$ cat src/rtl/core/thbd_pkg.sv
// ----------------------------------------------------------------------------
// thbd_pkg
// Shared types and constants of the table Huffman bit decoder.
// ----------------------------------------------------------------------------
`timescale 1ns / 1ps

package thbd_pkg;

  localparam int unsigned OFF_W  = 16;
  localparam int unsigned LEN_W  = 31;
  localparam int unsigned ADDR_W = 10;
  localparam int unsigned BIT_W  = 4;

  localparam logic [1:0] MODE_LOAD  = 2'd0;
  localparam logic [1:0] MODE_WORD  = 2'd1;
  localparam logic [1:0] MODE_START = 2'd2;

  localparam logic [OFF_W-1:0] LEAF_FLAG = 16'h8000;

  typedef struct packed {
    logic [1:0]        mode;
    logic [ADDR_W-1:0] table_addr;
    logic [7:0]        table_byte;
    logic [15:0]       code_word;
  } in_req_t;

  typedef struct packed {
    logic [7:0] out_byte;
    logic       last;
    logic       done_res;
    logic       bad_node;
  } out_res_t;

  typedef struct packed {
    logic              en;
    logic [ADDR_W-1:0] addr;
    logic [7:0]        data;
  } tbl_wr_t;

endpackage

$ cat src/rtl/core/thbd_walker.sv
// ----------------------------------------------------------------------------
// thbd_walker
// Tree walk sequencer: one code bit per cycle unless stalled; next address
// from the entry just read; results pass a hold stage to mark the last one.
// ----------------------------------------------------------------------------
`timescale 1ns / 1ps

module thbd_walker #(
  parameter int unsigned TABLE_BYTES = 1024
) (
  input  logic                       clk_i,
  input  logic                       rst_ni,
  input  logic                       in_valid_i,
  output logic                       in_ready_o,
  input  thbd_pkg::in_req_t          in_req_i,
  input  logic [thbd_pkg::LEN_W-1:0] out_len_i,
  input  logic                       out_free_i,
  output logic                       push_o,
  output thbd_pkg::out_res_t         push_res_o,
  output thbd_pkg::tbl_wr_t          wr_o,
  output logic [thbd_pkg::OFF_W-1:0] rd_off_o,
  input  logic [thbd_pkg::OFF_W-1:0] rd_entry_i
);
  import thbd_pkg::*;

  localparam logic [1:0] S_IDLE  = 2'd0;
  localparam logic [1:0] S_ISSUE = 2'd1;
  localparam logic [1:0] S_RUN   = 2'd2;
  localparam logic [1:0] S_FLUSH = 2'd3;

  localparam logic [OFF_W:0] TBL_LIMIT = (OFF_W + 1)'(TABLE_BYTES);

  logic [1:0]       state_q, state_d;
  logic [OFF_W-1:0] off_q, off_d;
  logic [OFF_W-1:0] pend_q, pend_d;
  logic [BIT_W-1:0] idx_q, idx_d;
  logic [15:0]      word_q, word_d;
  logic [LEN_W-1:0] bytes_q, bytes_d;
  logic             halted_q, halted_d;
  logic             hold_valid_q, hold_valid_d;
  out_res_t         hold_q, hold_d;

  logic [OFF_W-1:0] o_issue, o_run, base;
  logic             bad_issue, bad_run, leaf, can_produce, done_new;
  logic [BIT_W-1:0] next_idx;
  logic [LEN_W-1:0] bytes_inc;
  out_res_t         res_new;

  always_comb begin
    o_issue   = off_q + {{(OFF_W-2){1'b0}}, word_q[idx_q], 1'b0};
    bad_issue = ({1'b0, o_issue} + {{OFF_W{1'b0}}, 1'b1}) >= TBL_LIMIT;
    leaf      = (rd_entry_i & LEAF_FLAG) != '0;
    base      = leaf ? '0 : rd_entry_i;
    next_idx  = idx_q - {{(BIT_W-1){1'b0}}, 1'b1};
    o_run     = base + {{(OFF_W-2){1'b0}}, word_q[next_idx], 1'b0};
    bad_run   = ({1'b0, o_run} + {{OFF_W{1'b0}}, 1'b1}) >= TBL_LIMIT;
    bytes_inc = bytes_q + {{(LEN_W-1){1'b0}}, 1'b1};
    done_new  = bytes_inc >= out_len_i;
    // a new result moves the held one out first
    can_produce = !hold_valid_q || out_free_i;
  end

  always_comb begin
    state_d      = state_q;
    off_d        = off_q;
    pend_d       = pend_q;
    idx_d        = idx_q;
    word_d       = word_q;
    bytes_d      = bytes_q;
    halted_d     = halted_q;
    hold_valid_d = hold_valid_q;
    hold_d       = hold_q;
    in_ready_o   = 1'b0;
    push_o       = 1'b0;
    push_res_o   = hold_q;
    push_res_o.last = 1'b0;
    wr_o         = '0;
    rd_off_o     = pend_q;
    res_new      = '0;

    unique case (state_q)
      S_IDLE: begin
        in_ready_o = 1'b1;
        if (in_valid_i) begin
          unique case (in_req_i.mode)
            MODE_LOAD: begin
              wr_o.en   = ({{(OFF_W+1-ADDR_W){1'b0}}, in_req_i.table_addr} < TBL_LIMIT);
              wr_o.addr = in_req_i.table_addr;
              wr_o.data = in_req_i.table_byte;
            end
            MODE_START: begin
              off_d    = '0;
              bytes_d  = '0;
              halted_d = 1'b0;
            end
            MODE_WORD: begin
              if (!halted_q && (bytes_q < out_len_i)) begin
                word_d  = in_req_i.code_word;
                idx_d   = '1;
                state_d = S_ISSUE;
              end
            end
            default: begin
            end
          endcase
        end
      end

      S_ISSUE: begin
        if (bad_issue) begin
          if (can_produce) begin
            push_o           = hold_valid_q;
            res_new.bad_node = 1'b1;
            hold_d           = res_new;
            hold_valid_d     = 1'b1;
            halted_d         = 1'b1;
            off_d            = o_issue;
            state_d          = S_FLUSH;
          end
        end else begin
          rd_off_o = o_issue;
          pend_d   = o_issue;
          state_d  = S_RUN;
        end
      end

      S_RUN: begin
        if (leaf && !can_produce) begin
          // output full: read the same entry again and wait
          rd_off_o = pend_q;
        end else begin
          off_d = base;
          if (leaf) begin
            push_o           = hold_valid_q;
            res_new.out_byte = rd_entry_i[7:0];
            res_new.done_res = done_new;
            hold_d           = res_new;
            hold_valid_d     = 1'b1;
            bytes_d          = bytes_inc;
          end
          if ((leaf && done_new) || (idx_q == '0)) begin
            state_d = S_FLUSH;
          end else begin
            idx_d = next_idx;
            if (bad_run) begin
              state_d = S_ISSUE;
            end else begin
              rd_off_o = o_run;
              pend_d   = o_run;
            end
          end
        end
      end

      S_FLUSH: begin
        if (!hold_valid_q) begin
          state_d = S_IDLE;
        end else if (out_free_i) begin
          push_o          = 1'b1;
          push_res_o.last = 1'b1;
          hold_valid_d    = 1'b0;
          state_d         = S_IDLE;
        end
      end

      default: begin
        state_d = S_IDLE;
      end
    endcase
  end

  always_ff @(posedge clk_i or negedge rst_ni) begin
    if (!rst_ni) begin
      state_q      <= S_IDLE;
      off_q        <= '0;
      bytes_q      <= '0;
      halted_q     <= 1'b0;
      hold_valid_q <= 1'b0;
    end else begin
      state_q      <= state_d;
      off_q        <= off_d;
      bytes_q      <= bytes_d;
      halted_q     <= halted_d;
      hold_valid_q <= hold_valid_d;
    end
  end

  always_ff @(posedge clk_i) begin
    pend_q <= pend_d;
    idx_q  <= idx_d;
    word_q <= word_d;
    hold_q <= hold_d;
  end

endmodule

$ cat config.mk
export PLATFORM = sky130hd
export DESIGN_NAME = thbd_walker
export DESIGN_NICKNAME = d
export VERILOG_FILES = /design/src/rtl/core/thbd_pkg.sv /design/src/rtl/core/thbd_walker.sv
export SDC_FILE = /design/constraint.sdc
export NUM_CORES = 1
export LEC_CHECK = 0
export BUFFER_PORTS_ARGS = -buffer_cell sky130_fd_sc_hd__buf_2
export CAP_MARGIN = 20
export CELL_PAD_IN_SITES_DETAIL_PLACEMENT = 1
export CELL_PAD_IN_SITES_GLOBAL_PLACEMENT = 1
export CORE_MARGIN = 2
export CORE_UTILIZATION = 30
export DETAILED_ROUTE_END_ITERATION = 7
export GPL_TIMING_DRIVEN = 1
export PLACE_DENSITY = 0.6
export SLEW_MARGIN = 20
export SYNTH_ARGS = -nofsm -noshare
export SYNTH_HDL_FRONTEND = slang
export SYNTH_SLANG_ARGS = --single-unit
$ cat constraint.sdc
create_clock -name clk_i -period 5.65 [get_ports clk_i]
set_clock_uncertainty 0.15 [all_clocks]
set_input_delay 0.565 -clock clk_i [delete_from_list [all_inputs] [get_ports clk_i]]
set_output_delay 0.565 -clock clk_i [all_outputs]
set_load 0.01 [all_outputs]
==> impl_metrics.py, run 1 <==
metrics = {
    "outcome": {
        "outcome": "completed",
    },
    "finish": {
        "diodes": 0,
        "multi_input_area_mm2": 0.00507,
        "area_growth_pct": 22.7,
        "drive_above_1_share_pct": 23.4,
        "regArea_mm2": 0.00250,
        "fillers": 3050,
        "fin_nets": 1218,
        "final_common_cell": "buf_2",
        "final_cell_mix": "buf_2, nand2_1, ha_1",
    },
    "yosys": {
        "postSynthAreaPerCell_um2": 8.49,
        "syn_nets": 1073,
        "yosysSeqAreaShare_pct": 32.2,
        "netlist.area_leader.share_pct": 16.4,
        "synth-async-reset-ratio_pct": 52.6,
        "synth.distinct_cells": 76,
        "synthTopCellsByArea": "dfrtp_1, edfxtp_1, ha_1",
        "synth_area_mm2": 0.00776,
        "yosysTopAreaCell": "dfrtp_1",
        "synth_edf_count": 30,
        "ys_ff_latch": 97,
        "synth_cells": 914,
        "synth_warnings": 0,
        "ys.flop_type": "dfrtp_1",
    },
    "sta": {
        "maxSlewHeadroom_pct": 39.9,
        "min_period_ps": 5450,
        "final-max-slew-violation-count": 0,
        "fin_setup_tns_ps": 0,
        "timing.fmax_mhz": 183,
        "setup_violations": 0,
        "fin_crit_sh_pct": 96.5,
        "tightest_slew_ps": 902,
        "hold_viol": 0,
        "timing.final.ws_setup_ps": 199,
    },
    "critical_path": {
        "crit_type": "reg -> out",
        "start_kind": "register",
        "worst_path_largest_cell_delay_ps": 560,
        "arrival_ps": 4740,
        "rrSetupSlack_ps": 900,
        "rr_endpoint": "push_res_o[6]$_SDFFCE_PN0P_",
        "slowest_stage": "or4_4",
        "path_delay_family": "compound AO/OA/AOI/OAI gates",
        "r2r-start": "idx_q[0]$_SDFFCE_PN1P_",
        "end_kind": "primary output",
        "cpMostUsedCell": "mux4_2",
        "cp.required_ps": 4930,
        "worstRegToRegCells": 13,
        "crit_chain": "buf_12 -> mux4_2 -> mux4_2 -> ha_1 -> ha_4 -> nand3_4 -> or4_4 -> o22a_1 -> or4_1 -> o22a_2 -> a222oi_1 -> o31ai_1 -> a21boi_2 -> buf_2",
        "path_max_fanout": 10,
        "critPathBufInv": 2,
    },
    "drt": {
        "dr.pass1.iters": 4,
        "drt_wl_total_um": 25700,
        "vias": 7279,
        "ant_nets": 0,
        "drc_errors": 0,
        "viasPerCell": 5.22,
        "first_iter_violations": 342,
        "avgRoutedWirePerCell_um": 18.4,
    },
    "clock_network": {
        "hold_buffers": 0,
        "insertion_delay_ps": 370,
        "cts_tree": "done",
        "cts_buffers": 9,
        "cts.path.max_buffers": 2,
        "cts_root_buf": "clkbuf_16",
        "cts.sinks": 97,
        "clkTransAtPathRegs_ps": 80,
        "h-tree-depth": 3,
    },
    "grt": {
        "grt_pass1_wl_um": 40300,
        "grt_pass1_vias": 7347,
        "grt_max_degree": 56,
        "overflow": 0,
        "track_usage_pct": 19.2,
        "antenna_found_initial": 0,
    },
    "pwr": {
        "p_leak_nw": 4.20,
        "ir_drop_uv": 158,
        "power_density_mw_per_mm2": 324,
    },
    "die": {
        "initial_core_util_pct": 30.7,
        "fp.coreArea_mm2": 0.0253,
        "die_w_um": 165,
        "rows": 58,
        "die_h_um": 165,
        "io_pins": 135,
        "dieArea_mm2": 0.0272,
    },
    "placement": {
        "dp_hpwl_um": 19800,
        "dp_slack_ps": 36.4,
        "gp_congestion": 0.833,
        "io_buffers": 134,
    },
    "min_path": {
        "hp-class": "in -> async",
    },
    "flow_run": {
        "maxCapViolations": 0,
    },
}
## registers in the layout, indices dropped and copies added, names as in the netlist
signal and count:
push_res_o 10, hold_valid_q 1, halted_q 1, off_q 16, word_q 16, pend_q 16
state_q 2, bytes_q 31, idx_q 4
## synth_stat cells (7+ instances only)
| master | n |
|---|---|
| nand2_1 | 96 |
| ha_1 | 72 |
| o21ai_0 | 72 |
| a21oi_1 | 59 |
| nor2_1 | 59 |
| inv_1 | 56 |
| dfrtp_1 | 51 |
| clkbuf_1 | 33 |
| nor3_1 | 33 |
| edfxtp_1 | 30 |
| nand3_1 | 30 |
| xnor2_1 | 30 |
| and2_1 | 29 |
| nand4_1 | 24 |
| and3_1 | 18 |
| xor2_1 | 18 |
| dfxtp_1 | 16 |
| nor2b_1 | 15 |
| mux2i_1 | 14 |
| nor4_1 | 13 |
| a211oi_1 | 11 |
| mux4_2 | 10 |
| a22oi_1 | 9 |
| buf_2 | 9 |
| nand2b_1 | 7 |
## logic make-up after synthesis
kind of cell	after synthesis	synth area share, %
compound gates	213	16.9
fa+ha+maj	72	11.6
buf+inv	102	5.18
flops	97	32.2
mux	24	4.71
xor+xnor	48	5.42
simple gates	358	24.0
## where the power goes
| group | switching (mW) | internal (mW) | total [mW] |
|---|---|---|---|
| registers | 0.115 | 0.843 | 0.958 |
| clock network | 0.313 | 0.352 | 0.664 |
| logic | 0.928 | 0.532 | 1.46 |
## metrics by stage
stage | util [%] | hold slack [ps] | std cells | cell area [um^2] | total power [mW]
2_1_floorplan | - | 119 | 914 | 7760 | 1.86
3_3_place_gp | 35.3 | 291 | 1364 | 8900 | 2.33
3_5_place_dp | 35.3 | 299 | 1364 | 8900 | 2.33
4_1_cts | 36.9 | 205 | 1384 | 9320 | 3.05
5_1_grt | 37.7 | 208 | 1394 | 9520 | 3.29
6_report | 37.7 | 214 | 1394 | 9520 | 3.08
## how the worst max path moves through the flow
stage          slack, ps                    from  depth (start not counted)                        to
4_1_cts               10  bytes_q[1]$_DFFE_PN0P_                         18              rd_off_o[15]
5_1_grt              -30  bytes_q[1]$_DFFE_PN0P_                         19              rd_off_o[15]
2_1_floorplan        630  idx_q[0]$_SDFFCE_PN1P_                         13  hold_valid_q$_DFFE_PN0P_
3_3_place_gp         110  idx_q[0]$_SDFFCE_PN1P_                         13               rd_off_o[9]
6_report             200  idx_q[0]$_SDFFCE_PN1P_                         14               rd_off_o[2]
3_5_place_dp          40  idx_q[0]$_SDFFCE_PN1P_                         15               rd_off_o[3]
## area by class of cell
class | instances | area share [%]
inverter | 57 | 2.25
clock inverter | 6 | 0.801
timing repair buffer | 179 | 10.8
sequential | 97 | 26.2
clock buffer | 10 | 2.40
tap | 330 | 4.34
multi-input combinational | 715 | 53.2
## metal layers
| layer | GRT usage [%] | share of wire [%] | vias to the layer above |
|---|---|---|---|
| met1 | 25.9 | 48 | 3528 |
| li1 | - | - | 3619 |
| met4 | 3.83 | 0.88 | 0 |
| met2 | 32.9 | 48 | 118 |
| met5 | 0 | 0 | - |
| met3 | 2.46 | 3.4 | 14 |
## what timing repair did
item | 4_1_cts | 5_1_grt
buffers inserted | 4 | 10
pin swaps | 4 | 14
endpoints found under the setup margin | 16 | 16
resized for setup | 14 | 31
Power figures use the tool's default switching activity.
==> run 2: changes to the inputs <==
--- a/config.mk
+++ b/config.mk
@@ -5,15 +5,15 @@
 export SDC_FILE = /design/constraint.sdc
 export NUM_CORES = 1
 export LEC_CHECK = 0
-export BUFFER_PORTS_ARGS = -buffer_cell sky130_fd_sc_hd__buf_2
 export CAP_MARGIN = 20
 export CELL_PAD_IN_SITES_DETAIL_PLACEMENT = 1
 export CELL_PAD_IN_SITES_GLOBAL_PLACEMENT = 1
 export CORE_MARGIN = 2
 export CORE_UTILIZATION = 30
 export DETAILED_ROUTE_END_ITERATION = 7
+export DONT_BUFFER_PORTS = 1
 export GPL_TIMING_DRIVEN = 1
-export PLACE_DENSITY = 0.6
+export PLACE_DENSITY = 0.54
 export SLEW_MARGIN = 20
 export SYNTH_ARGS = -nofsm -noshare
 export SYNTH_HDL_FRONTEND = slang
==> run 2 against run 1 <==
- maximum frequency rose by 0.94%
- via count fell by 7.2%
- hold slack got worse by 74 ps
- combinational power decreased by 9.6%
- sequential power up 2.3%
- critical path depth did not move
- non-clock buffer count fell by 143
- utilization fell by 3.0 points
- first-iteration DRC count shrank 11%
- register-to-register slack better by 90 ps
- total power shrank 3.9%
- largest power group unchanged
==> impl_metrics.py, run 2 (synthesized netlist as in run 1, its figures left out) <==
metrics = {
    "die": {
        "io_pins": 135,
        "die_h_um": 165,
        "initial_core_util_pct": 30.7,
        "fp.coreArea_mm2": 0.0253,
        "die_w_um": 165,
        "dieArea_mm2": 0.0272,
        "rows": 58,
    },
    "min_path": {
        "hp-class": "in -> reg",
    },
    "finish": {
        "final_common_cell": "nand2_1",
        "final-instance-count-excl-fill": 1251,
        "largest_reg_flops": 31,
        "diodes": 0,
        "fin_area_mm2": 0.00876,
        "final_cell_mix": "nand2_1, ha_1, o21ai_0",
        "post-route-util_pct": 34.7,
        "fin_nets": 1075,
        "area_growth_pct": 13.0,
        "drive_above_1_share_pct": 11.1,
        "largest-register": "bytes_q",
    },
    "sta": {
        "fin_crit_sh_pct": 95.6,
        "fin_setup_tns_ps": 0,
        "tightest_slew_ps": 934,
        "whs_ps": 140,
        "final-max-slew-violation-count": 0,
        "min_period_ps": 5400,
        "timing.final.ws_setup_ps": 250,
        "hold_viol": 0,
        "setup_violations": 0,
        "timing.fmax_mhz": 185,
        "maxSlewHeadroom_pct": 37.4,
    },
    "pwr": {
        "p_leak_nw": 3.58,
        "total_power_mw": 2.96,
        "power_density_mw_per_mm2": 338,
        "ir_drop_uv": 190,
    },
    "drt": {
        "vias": 6756,
        "drc_errors": 0,
        "avgRoutedWirePerCell_um": 20.4,
        "dr.pass1.iters": 4,
        "viasPerCell": 5.40,
        "first_iter_violations": 303,
        "drt_wl_total_um": 25500,
        "ant_nets": 0,
    },
    "grt": {
        "grt_pass1_wl_um": 39900,
        "grt_max_degree": 52,
        "antenna_found_initial": 0,
        "track_usage_pct": 19.2,
        "grt_pass1_vias": 6975,
        "overflow": 0,
    },
    "clock_network": {
        "cts.path.max_buffers": 2,
        "cts.sinks": 97,
        "cts_root_buf": "clkbuf_16",
        "cts_buffers": 9,
        "insertion_delay_ps": 370,
        "clkTransAtPathRegs_ps": 80,
        "cts_tree": "done",
        "h-tree-depth": 3,
    },
    "placement": {
        "place_area_mm2": 0.00819,
        "dp_hpwl_um": 19600,
        "dpl.cell_count": 1223,
        "io_buffers": 0,
        "gp_congestion": 0.807,
        "dp_slack_ps": 164,
    },
    "critical_path": {
        "cp.required_ps": 4930,
        "critPathBufInv": 3,
        "worst_path_largest_cell_delay_ps": 560,
        "start_kind": "register",
        "end_kind": "primary output",
        "slowest_stage": "or4_4",
        "path_delay_family": "simple AND/OR/NAND/NOR gates",
        "crit_type": "reg -> out",
        "path_max_fanout": 10,
        "crit_chain": "buf_6 -> mux4_2 -> mux4_2 -> ha_1 -> ha_4 -> nand3_4 -> or4_4 -> o22a_1 -> or4_1 -> o22a_2 -> a222oi_1 -> buf_4 -> a21boi_0 -> buf_4",
        "arrival_ps": 4690,
    },
    "flow_run": {
        "maxCapViolations": 0,
    },
    "outcome": {
        "outcome": "completed",
    },
}
[run 2: cell types whose count changed in the layout (fill, tap and decap cells not counted), moves of 2 or more]
cell       before  now
clkinv_8        0    4
a211oi_2        2    0
a211oi_1        9   11
buf_4          43   33
dfrtp_1        50   48
clkinv_4        3    1
buf_2         134    0
a2111oi_0       0    2
dfrtp_2         1    3
[run 2: report_power, final]
group | total [mW] | internal (mW) | switching [mW]
clock | 0.664 | 0.320 | 0.344
sequential | 0.980 | 0.845 | 0.135
combinational | 1.32 | 0.448 | 0.870
[run 2: layout make-up]
| type | instances | area (um^2) |
|---|---|---|
| clock inverter | 7 | 93.8 |
| clock buffer | 9 | 225 |
| inverter | 57 | 214 |
| timing repair buffer | 36 | 297 |
| multi-input combinational | 715 | 5020 |
| fill | 2987 | 16500 |
| tap | 330 | 413 |
| sequential | 97 | 2500 |
[run 2: path summary, 6_finish.rpt]
| kind | from | endpoint | slack, ps | cells after the start |
|---|---|---|---|---|
| min in group asynchronous | rst_ni | off_q[13]$_DFFE_PN0P_ | 600 | 2 |
| max in group asynchronous | rst_ni | bytes_q[22]$_DFFE_PN0P_ | 4490 | 2 |
| setup reg to reg | bytes_q[2]$_DFFE_PN0P_ | state_q[0]$_DFFE_PN0P_ | 990 | 16 |
| hold / removal | in_req_i[13] | word_q[13]$_DFFE_PP_ | 140 | 0 |
| setup / recovery | idx_q[0]$_SDFFCE_PN1P_ | rd_off_o[2] | 250 | 14 |
| hold reg to reg | off_q[1]$_DFFE_PN0P_ | off_q[1]$_DFFE_PN0P_ | 350 | 2 |
[run 2: repair_timing]
action	4_1_cts	5_1_grt
buffers inserted	4	6
hold endpoints to repair	51	0
gates cloned	0	0
pin swaps	5	11
endpoints found under the setup margin	16	16
hold buffers	2	0
gates resized for setup	16	19
[run 2: worst reg2reg max path, stage by stage (launching register included)]
cell and delay, ps:
dfrtp_2 420, nand4_1 160, or3_4 440, or3_4 450
nor3_1 380, xor2_1 130, ha_1 300, nand4_1 150
buf_4 180, nor4_2 340, o221ai_2 190, nand4_1 250
buf_4 150, a21oi_1 70, and3_1 240, or4_1 470
o211ai_1 100
[run 2: metal layers]
metal	part of all wire [%]	track usage, %	vias up
met4	0.77	3.64	0
met5	0	0	-
met1	47	25.7	3306
li1	-	-	3335
met3	4.0	3.74	12
met2	48	32.6	103
